--- src/design/ole_pkg.sv ---
`timescale 1ns / 1ps
// ----------------------------------------------------------------------------
// ole_pkg
// shared types and codes for the ordered list engine
// ----------------------------------------------------------------------------
package ole_pkg;

  typedef enum logic [1:0] {
    OP_INSERT = 2'd0,
    OP_SEARCH = 2'd1,
    OP_DELETE = 2'd2
  } op_e;

  typedef enum logic [1:0] {
    ST_OK        = 2'd0,
    ST_NOT_FOUND = 2'd1,
    ST_EMPTY     = 2'd2,
    ST_FULL      = 2'd3
  } status_e;

  typedef enum logic {
    FSM_IDLE = 1'b0,
    FSM_EXEC = 1'b1
  } fsm_e;

  // per-cell control from the sequencer
  typedef struct packed {
    logic capture;  // latch compare result against incoming value
    logic shift;    // close the gap: take the right neighbour's value if at or after hit
    logic write;    // append: this cell is the tail slot
  } cell_ctrl_t;

  localparam int unsigned OpW     = 2;
  localparam int unsigned ValueW  = 32;
  localparam int unsigned PosW    = 5;
  localparam int unsigned StatusW = 2;
  localparam int unsigned CountW  = 5;

endpackage

--- src/design/ole_in_if.sv ---
`timescale 1ns / 1ps
// ----------------------------------------------------------------------------
// ole_in_if
// operation channel: valid/ready with op code and value
// ----------------------------------------------------------------------------
interface ole_in_if;
  logic               valid;
  logic               ready;
  logic [1:0]         op;
  logic signed [31:0] value;

  modport source (output valid, output op, output value, input ready);
  modport sink   (input valid, input op, input value, output ready);
endinterface

--- src/design/ole_out_if.sv ---
`timescale 1ns / 1ps
// ----------------------------------------------------------------------------
// ole_out_if
// result channel: valid/ready with position, status and count
// ----------------------------------------------------------------------------
interface ole_out_if;
  logic       valid;
  logic       ready;
  logic [4:0] position;
  logic [1:0] status;
  logic [4:0] count;

  modport source (output valid, output position, output status, output count, input ready);
  modport sink   (input valid, input position, input status, input count, output ready);
endinterface

--- src/design/ordered_list_engine.sv ---
`timescale 1ns / 1ps
// ----------------------------------------------------------------------------
// ordered_list_engine
// bounded list of signed 32-bit values in insertion order: append, search,
// delete first match, built as a row of compare/shift cells
// ----------------------------------------------------------------------------
//  channel | dir | fields                     | transfer when
//  in_i    | in  | op, value                  | valid && ready
//  out_o   | out | position, status, count    | valid && ready
//
//  each item is first compared against every cell as it is taken, then the
//  first-hit chain runs along the row and the item commits (shift or append)
//  a result sits in the output register; a new item is taken while it waits,
//  but its commit holds until the output register is free
//  reset clears the entry count and the control; cell contents need none
// ----------------------------------------------------------------------------
module ordered_list_engine #(
  parameter int unsigned DEPTH = 16
) (
  input  logic clk_i,
  input  logic rst_ni,
  ole_in_if.sink    in_i,
  ole_out_if.source out_o
);
  import ole_pkg::*;

  // count runs 0..DEPTH, position 0..DEPTH
  localparam int unsigned CW = $clog2(DEPTH + 1);

  fsm_e                state_q, state_d;
  logic [1:0]          op_q;
  logic signed [31:0]  value_q;
  logic [CW-1:0]       count_q, count_d;

  logic                out_valid_q, out_valid_d;
  logic [PosW-1:0]     out_pos_q, out_pos_d;
  status_e             out_status_q, out_status_d;
  logic [CountW-1:0]   out_count_q, out_count_d;

  logic                accept;
  logic                commit;
  logic                found;
  logic                do_shift;
  logic                do_write;
  logic [CW-1:0]       hit_pos;

  // neighbour chains along the row
  logic                seen  [DEPTH+1];
  logic [CW-1:0]       pos   [DEPTH+1];
  logic signed [31:0]  cval  [DEPTH+1];
  cell_ctrl_t          ctrl  [DEPTH];

  assign in_i.ready = (state_q == FSM_IDLE);
  assign accept     = in_i.valid && in_i.ready;
  // commit once the output register is empty or being drained
  assign commit     = (state_q == FSM_EXEC) && (!out_valid_q || out_o.ready);

  assign seen[0]     = 1'b0;
  assign pos[0]      = '0;
  assign cval[DEPTH] = '0;
  assign found       = seen[DEPTH];
  assign hit_pos     = pos[DEPTH];

  // shift on a found delete, append on an insert with room
  assign do_shift = commit && (op_q == OP_DELETE) && found;
  assign do_write = commit && (op_q == OP_INSERT) && (count_q != CW'(DEPTH));

  for (genvar g = 0; g < DEPTH; g++) begin : g_cell
    assign ctrl[g].capture = accept;
    assign ctrl[g].shift   = do_shift;
    assign ctrl[g].write   = do_write && (count_q == CW'(g));

    ole_cell #(
      .Idx  (g),
      .PosW (CW)
    ) u_cell (
      .clk_i        (clk_i),
      .rst_ni       (rst_ni),
      .ctrl_i       (ctrl[g]),
      .valid_i      (CW'(g) < count_q),
      .cmp_value_i  (in_i.value),
      .wr_value_i   (value_q),
      .next_value_i (cval[g+1]),
      .seen_i       (seen[g]),
      .pos_i        (pos[g]),
      .seen_o       (seen[g+1]),
      .pos_o        (pos[g+1]),
      .value_o      (cval[g])
    );
  end

  // sequencer and result formation
  always_comb begin
    state_d      = state_q;
    count_d      = count_q;
    out_valid_d  = out_valid_q;
    out_pos_d    = out_pos_q;
    out_status_d = out_status_q;
    out_count_d  = out_count_q;

    if (out_valid_q && out_o.ready) begin
      out_valid_d = 1'b0;
    end

    case (state_q)
      FSM_IDLE: begin
        if (accept) begin
          state_d = FSM_EXEC;
        end
      end
      FSM_EXEC: begin
        if (commit) begin
          state_d      = FSM_IDLE;
          out_valid_d  = 1'b1;
          out_pos_d    = '0;
          out_status_d = ST_OK;
          case (op_q)
            OP_INSERT: begin
              if (count_q == CW'(DEPTH)) begin
                out_status_d = ST_FULL;
              end else begin
                count_d = count_q + CW'(1);
              end
            end
            OP_SEARCH: begin
              if (count_q == '0) begin
                out_status_d = ST_EMPTY;
              end else if (!found) begin
                out_status_d = ST_NOT_FOUND;
              end else begin
                out_pos_d = PosW'(hit_pos);
              end
            end
            OP_DELETE: begin
              if (count_q == '0) begin
                out_status_d = ST_EMPTY;
              end else if (!found) begin
                out_status_d = ST_NOT_FOUND;
              end else begin
                count_d = count_q - CW'(1);
              end
            end
            default: begin
              // unused code: list untouched, plain ok
            end
          endcase
          out_count_d = CountW'(count_d);
        end
      end
      default: begin
        state_d = FSM_IDLE;
      end
    endcase
  end

  always_ff @(posedge clk_i or negedge rst_ni) begin
    if (!rst_ni) begin
      state_q     <= FSM_IDLE;
      count_q     <= '0;
      out_valid_q <= 1'b0;
    end else begin
      state_q     <= state_d;
      count_q     <= count_d;
      out_valid_q <= out_valid_d;
    end
  end

  // payload registers
  always_ff @(posedge clk_i) begin
    if (accept) begin
      op_q    <= in_i.op;
      value_q <= in_i.value;
    end
    out_pos_q    <= out_pos_d;
    out_status_q <= out_status_d;
    out_count_q  <= out_count_d;
  end

  assign out_o.valid    = out_valid_q;
  assign out_o.position = out_pos_q;
  assign out_o.status   = out_status_q;
  assign out_o.count    = out_count_q;

endmodule

--- src/design/ole_cell.sv ---
`timescale 1ns / 1ps
// ----------------------------------------------------------------------------
// ole_cell
// one list slot: holds a value, compares, passes first-hit chain to the right
// ----------------------------------------------------------------------------
module ole_cell #(
  parameter int unsigned Idx  = 0,
  parameter int unsigned PosW = 5
) (
  input  logic                clk_i,
  input  logic                rst_ni,
  input  ole_pkg::cell_ctrl_t ctrl_i,
  input  logic                valid_i,
  input  logic signed [31:0]  cmp_value_i,
  input  logic signed [31:0]  wr_value_i,
  input  logic signed [31:0]  next_value_i,
  input  logic                seen_i,
  input  logic [PosW-1:0]     pos_i,
  output logic                seen_o,
  output logic [PosW-1:0]     pos_o,
  output logic signed [31:0]  value_o
);
  import ole_pkg::*;

  logic               match_q;
  logic signed [31:0] value_q, value_d;
  logic               first_hit;

  assign first_hit = match_q & ~seen_i;
  assign seen_o    = seen_i | match_q;
  assign pos_o     = first_hit ? PosW'(Idx + 1) : pos_i;
  assign value_o   = value_q;

  always_ff @(posedge clk_i or negedge rst_ni) begin
    if (!rst_ni) begin
      match_q <= 1'b0;
    end else if (ctrl_i.capture) begin
      match_q <= valid_i && (value_q == cmp_value_i);
    end
  end

  always_comb begin
    value_d = value_q;
    if (ctrl_i.write) begin
      value_d = wr_value_i;
    end else if (ctrl_i.shift && seen_o) begin
      value_d = next_value_i;
    end
  end

  always_ff @(posedge clk_i) begin
    value_q <= value_d;
  end

endmodule

--- src/flat_wrapper.sv ---
// flat-port wrapper written by rule: the top's interface ports become plain ports
module ordered_list_engine_flat import ole_pkg::*;
#(
  parameter int unsigned DEPTH = 16
)
  (clk_i, rst_ni, in_i_valid, in_i_op, in_i_value, in_i_ready, out_o_valid, out_o_position, out_o_status, out_o_count, out_o_ready);
  ole_in_if in_i_i ();
  ole_out_if out_o_i ();
  input  logic clk_i;
  input  logic rst_ni;
  input wire logic [$bits(in_i_i.valid)-1:0] in_i_valid;
  input wire logic [$bits(in_i_i.op)-1:0] in_i_op;
  input wire logic [$bits(in_i_i.value)-1:0] in_i_value;
  output wire logic [$bits(in_i_i.ready)-1:0] in_i_ready;
  output wire logic [$bits(out_o_i.valid)-1:0] out_o_valid;
  output wire logic [$bits(out_o_i.position)-1:0] out_o_position;
  output wire logic [$bits(out_o_i.status)-1:0] out_o_status;
  output wire logic [$bits(out_o_i.count)-1:0] out_o_count;
  input wire logic [$bits(out_o_i.ready)-1:0] out_o_ready;
  assign in_i_i.valid = in_i_valid;
  assign in_i_i.op = in_i_op;
  assign in_i_i.value = in_i_value;
  assign in_i_ready = in_i_i.ready;
  assign out_o_valid = out_o_i.valid;
  assign out_o_position = out_o_i.position;
  assign out_o_status = out_o_i.status;
  assign out_o_count = out_o_i.count;
  assign out_o_i.ready = out_o_ready;
  ordered_list_engine #(.DEPTH(DEPTH)) u_core (.clk_i(clk_i), .rst_ni(rst_ni), .in_i(in_i_i), .out_o(out_o_i));
endmodule
--- config.mk ---
export PLATFORM = sky130hd
export DESIGN_NAME = ordered_list_engine_flat
export DESIGN_NICKNAME = d
export VERILOG_FILES = /design/src/design/ole_pkg.sv /design/src/design/ole_in_if.sv /design/src/design/ole_out_if.sv /design/src/design/ordered_list_engine.sv /design/src/design/ole_cell.sv /design/src/flat_wrapper.sv
export SDC_FILE = /design/constraint.sdc
export NUM_CORES = 1
export LEC_CHECK = 0
export ABC_AREA = 1
export BUFFER_PORTS_ARGS = -buffer_cell sky130_fd_sc_hd__buf_2
export CAP_MARGIN = 0
export CORE_MARGIN = 2
export CORE_UTILIZATION = 34
export DETAILED_ROUTE_END_ITERATION = 10
export HOLD_SLACK_MARGIN = 0.1
export RECOVER_POWER = 100
export SLEW_MARGIN = 40
export SYNTH_ARGS = -nofsm -noshare
export SYNTH_HDL_FRONTEND = slang
export SYNTH_SLANG_ARGS = --single-unit
--- constraint.sdc ---
create_clock -name clk_i -period 5.9 [get_ports clk_i]
set_input_delay 0 -clock clk_i [delete_from_list [all_inputs] [get_ports clk_i]]
set_output_delay 0 -clock clk_i [all_outputs]
set_load 0.03 [all_outputs]
* After elaboration in Yosys (flattened, before gate mapping)
Cells that the tools add are included.
Storage, ports and cells: flip-flop bits (word level) 581, bits of input ports 38, logic and storage cells 283
Operators by class: add/subtract/negate cells 2, order comparisons 16, equal/unequal tests 35, multiplexer cells 62, bitwise logic cells 48, reduce and logical (&&, ||, !) cells 79
Operator list (number):
- two-way mux 32 bit | 32
- equality test 32 bit | 16
- two-way mux 5 bit | 18
- logical AND 1 bit | 55
- equality test 5 x 4 -> 1 bit (second input constant) | 8
- less-than comparator 4 x 5 -> 1 bit (first input constant) | 8
- nonzero test 2 bit | 16
- equality test 5 x 3 -> 1 bit (second input constant) | 4
- less-than comparator 3 x 5 -> 1 bit (first input constant) | 4
- inverter 1 bit | 18
- AND 1 bit | 15
- OR 1 bit | 15
- equality test 5 x 2 -> 1 bit (second input constant) | 2
- less-than comparator 1 x 5 -> 1 bit (first input constant) | 2
- less-than comparator 2 x 5 -> 1 bit (first input constant) | 2
- one-hot mux 5 bit (2 select lines) | 1
- two-way mux 1 bit | 7
- adder 5 x 1 -> 5 bit (second input constant) | 1
- equality test 5 x 1 -> 1 bit (second input constant) | 1
- equality test 5 bit (second input constant) | 1
- logical NOT 5 bit | 1
- != test 5 bit (second input constant) | 1
- subtractor 5 x 1 -> 5 bit (second input constant) | 1
- two-way mux 2 bit | 2
- 11 further kinds | 11

* Logic depth before layout (Yosys ltp)
word-level depth 19, depth in mapped cells 14

* By module
A second synthesis with hierarchy kept.
Second synthesis, totals: cells, all modules 4680, area, all modules 34650.7 µm²
Modules (own cells, without submodules):
- ole_cell (u_core.g_cell[11].u_cell ...) | instances 6, cells an instance 278, area an instance 2005.7 µm², sequential area each 985.9 µm²
- ole_cell (u_core.g_cell[0].u_cell ...) | instances 5, cells an instance 279, area an instance 2006.9 µm², sequential area each 985.9 µm²
- ole_cell (u_core.g_cell[10].u_cell ...) | instances 4, cells an instance 277, area an instance 2004.4 µm², sequential area each 985.9 µm²
- ordered_list_engine | instances 1, cells an instance 233, area an instance 2561.2 µm², sequential area each 1556.5 µm²
- ole_cell (u_core.g_cell[14].u_cell) | instances 1, cells an instance 276, area an instance 2003.2 µm², sequential area each 985.9 µm²

* Least setup slack after synthesis
Ideal clock, no wire load.
path type register to register, from register u_core.out_valid_q, in the netlist u_core.out_o.valid, to register u_core.g_cell[13].u_cell.value_q[0] (enable), setup time 466 ps, arrival 3943 ps, data required time 5434 ps, setup slack 1492 ps, cell stages (with the launch flop) 9, path buffers 1, clock period less this slack 4408 ps, path through dfrtp_1 inv_1 nor2_1 nor2_4 inv_1 nor2_1 nand2_1 clkbuf_2 o21ai_0
Between the ends: word-level cells in the longest chain between the ends 7
Ends and longest elaborated chain:
- start: declaration | line ordered_list_engine.sv:35 | logic out_valid_q, out_valid_d;
- start signal: assignment | line ordered_list_engine.sv:164 | out_valid_q <= out_valid_d;
- logical NOT 1 bit * | line ordered_list_engine.sv:56 | assign commit = (state_q == FSM_EXEC) && (!out_valid_q || out_o.ready);
- logical OR 1 bit * | line ordered_list_engine.sv:56
- logical AND 1 bit * | line ordered_list_engine.sv:56
- logical AND 1 bit, on equally long branches (2 in series) | line ordered_list_engine.sv:65, ordered_list_engine.sv:66
- logical AND 1 bit, on equally long branches | line ole_cell.sv:46, ordered_list_engine.sv:71
- nonzero test 2 bit (no line) *
- end signal: assignment | line ole_cell.sv:52 | value_q <= value_d;
- end: declaration | line ole_cell.sv:26 | logic signed [31:0] value_q, value_d;
Mark *: on every way between the ends. The rest lies on a longest branch, timed or not. A chain may end at the register's enable or synchronous reset.

* Worst setup path in the final report
from register u_core.state_q, to register u_core.g_cell[9].u_cell.value_q[2] (enable)
Between the ends: word-level cells in the longest chain between the ends 5
Ends and longest elaborated chain:
- start: declaration | line ordered_list_engine.sv:30 | fsm_e state_q, state_d;
- start signal: assignment | line ordered_list_engine.sv:162 | state_q <= state_d;
- logical AND 1 bit * | line ordered_list_engine.sv:56
- logical AND 1 bit, on equally long branches (2 in series) | line ordered_list_engine.sv:65, ordered_list_engine.sv:66
- logical AND 1 bit, on equally long branches | line ole_cell.sv:46, ordered_list_engine.sv:71
- nonzero test 2 bit (no line) *
- end signal: assignment | line ole_cell.sv:52
- end: declaration | line ole_cell.sv:26
Marks and branches as above.

==> flow_summary.yaml <==
synth:
  synthMuxAreaShare_pct: 0
  synth_commonest_cells: "723 x nand2_1, 597 x o21ai_0, 558 x edfxtp_1"
  synth_area_leaders: "edfxtp_1 56%, o21ai_0 9.9%, nand2_1 9.0%"
  synth_flop_cell: "edfxtp_1"
  synth-xor-area-share_pct: 7.40
  syn_inst: 3054
  synth_warnings: 0
  synth_top_family_by_area: "simple AND/OR/NAND/NOR gates"
  synth-edff-count: 558
  yosys.area_share.simple_pct: 15.4
  synthAdderAreaFrac_pct: 0.375
  syn_nets: 3101
  yosysUniqueCellTypes: 51
  avgSynthCellArea_sq_um: 9.84
  synth_seq_area_share_pct: 57.7
  synth.largest_area_cell: "edfxtp_1"
  synth_area_sq_mm: 0.0300
  synthDominantCellAreaShare_pct: 55.8
  yosysMostFrequentCell: "nand2_1"
  synth-compound-area-share_pct: 14.0
  synthArstFlopShare_pct: 3.96
  ys_ff_latch: 581
min_path:
  min_path_type: "input port to flop"
  hp-start: "out_o_ready"
clock_network:
  cts_setup_buffers: 0
  clock-sinks: 581
  htree_levels: 2
  cts_tree: "built"
  numCtsBuffers: 61
  cts_resized: 0
  cts_buffer_depth: 3
  cts.clk_slew.worst_paths_ns: 0.06
  ctsRootBufferMaster: "clkbuf_16"
  clock_latency_ns: 0.64
setup_path:
  cp.required_ns: 6.13
  regToRegSetupSlack_ns: 1.32
  endpoint_kind: "flop"
  worstSetupStartpointType: "flop"
  cpPeakStageDelay_ns: 1.40
  critPathArrivalTime_ns: 4.81
  setup.worst_path.start: "u_core.state_q$_DFF_PN0_"
  cp_top_family: "buffers and inverters"
  worstPathCellList: "inv_1, nor2_1, inv_1, nor3_1, nand3_2, nand2_1, clkbuf_1"
  crit_slowest_cell: "clkbuf_1"
  r2r_start: "u_core.state_q$_DFF_PN0_"
  path_common_cell: "inv_1"
  crit_path_max_fanout: 32
  critPathKind: "flop to flop"
  cp.buffers_inverters: 3
power:
  leakagePower_uw: 0.0126
  vdd_drop_max_v: 0.000240
  power_density_mw_per_mm2: 294
  power_uw: 9960
routing:
  drt_wl_total_um: 109000
  route.detailed.drc: 0
  via_count: 24200
  vias_per_cell: 5.67
  dr.pass1.iters: 6
  ant_nets: 0
  drt_iter0_markers: 3547
  wire_per_inst_um: 25.5
global_route:
  grt_usage_pct: 23.6
  grt_pass1_vias: 22100
  grt_max_degree: 66
  overflow: 0
  antenna_found_initial: 2
  grt_pass1_wl_um: 157000
floorplanning:
  start_util_pct: 34.2
  dieArea_sq_mm: 0.0908
  core_sq_mm: 0.0880
  die_x_um: 301
  chipHeight_um: 301
  io_pins: 52
  std_cell_rows: 109
job:
  maxCapViolCount: 21
layout:
  drive_gt1_share_pct: 6.76
  layout.nets: 3099
  layout.cells.non_filler: 4272
  area_delta_synth_final_pct: 12.7
sta:
  holdWs_ns: 0.175
  max_slew_margin_pct: -56.2
  fin_tns_setup_ns: 0
  worst_slack_ns: 1.32
  fin_crit_sh_pct: 77.7
  max_freq_mhz: 218
  skew_ns: 0.0219
  period_needed_ns: 4.58
  setup_viol: 0
  grt_setup_unrepaired: "false"
  hold_violations: 0
  tightest_slew_ns: 2.34
  finalMaxSlewViolations: 537
placement:
  gp_congestion: 0.958
  dp_hpwl_um: 76600
  io_buffer_count: 51
  pre_cts_ws_ns: 2.08
  placedCellCount: 4113
run_status:
  violations: "capacitance limit, slew limit"
  status: "complete, but fails checks"
==> metrics by stage <==
stage               cell area (sq um)  util, %
floorplan                       30000        -
global placement                31300     35.6
detailed placement              31600     35.9
CTS                             34000     38.7
global route                    33900     38.5
finish                          33900     38.5
==> cell families (layout without fill, tap and decap cells) <==
kind of cell | after synthesis | count (layout)
DFF | 581 | 581
and+or+nand+nor | 1084 | 1084
adders and majority gates | 9 | 9
buffers and inverters | 366 | 417
AOI/OAI and AO/OA | 760 | 760
other | 0 | 2
xor gates and xnor gates | 254 | 254
==> layout by cell type, fill, tap and decap left out, drive strengths merged, types with 18 or more instances in the layout <==
cell type,netlist,layout
a221oi,19,19
o22ai,42,42
dlygate4sd3,0,40
nor2,152,152
or2,24,24
inv,137,136
nor4,46,46
nand4,57,57
nor3,25,25
dfrtp,23,23
clkinv,9,36
xor2,148,148
buf,98,56
o2111ai,18,18
o21ai,601,601
nand2,728,728
nand3,43,43
clkbuf,122,140
xnor2,106,106
edfxtp,558,558
a211oi,28,28
==> state kept, by name, indices dropped and copies added, names as in the netlist <==
signal                        count
u_core.g_cell.u_cell.match_q     16
u_core.out_o.count                5
u_core.out_o.position             5
u_core.value_q                   32
u_core.op_q                       2
u_core.state_q                    1
u_core.count_q                    5
u_core.g_cell.u_cell.value_o    512
u_core.out_o.valid                1
u_core.out_o.status               2
==> layer usage <==
metal / track usage [%] / up-vias / part of all wire (%)
met2: 37.1 / 1473 / 45
met5: 0 / - / 0
li1: - / 10700 / -
met3: 3.93 / 179 / 11
met4: 6.33 / 0 / 2.8
met1: 33.5 / 11800 / 42
==> repair_timing <==
item                                    4_1_cts  5_1_grt
hold buffers                                 41        0
endpoints found under the setup margin        0        0
hold endpoints to repair                     91        0
==> power breakdown <==
part | switching [uW] | internal [uW]
Combinational | 948 | 288
Clock | 1720 | 2300
Sequential | 108 | 4610
Total | 2770 | 7190
==> final timing paths <==
check,endpoint,cells after the start
min in group asynchronous,u_core.g_cell[10].u_cell.match_q$_DFFE_PN0P_,4
max,u_core.g_cell[9].u_cell.value_o[2]$_DFFE_PP_,7
min,u_core.out_o.valid$_DFF_PN0_,5
max reg2reg,u_core.g_cell[9].u_cell.value_o[2]$_DFFE_PP_,7
max in group asynchronous,u_core.g_cell[6].u_cell.match_q$_DFFE_PN0P_,4
min reg2reg,u_core.g_cell[0].u_cell.value_o[19]$_DFFE_PP_,2
==> tightest hold or removal path: stages <==
cell,delay (ns)
dlygate4sd3_1,0.51
buf_2,0.09
nor2_1,0.05
inv_1,0.06
nand2_1,0.05
==> layout make-up <==
type	instances	area (sq um)
clock buffer	81	1710
multi-input combinational	2107	11300
inverter	146	548
sequential	581	17300
tap	1165	1460
clock inverter	35	330
antenna	2	5.00
timing repair buffer	155	1130
fill	8729	54100
(Power assumes the default switching activity.)
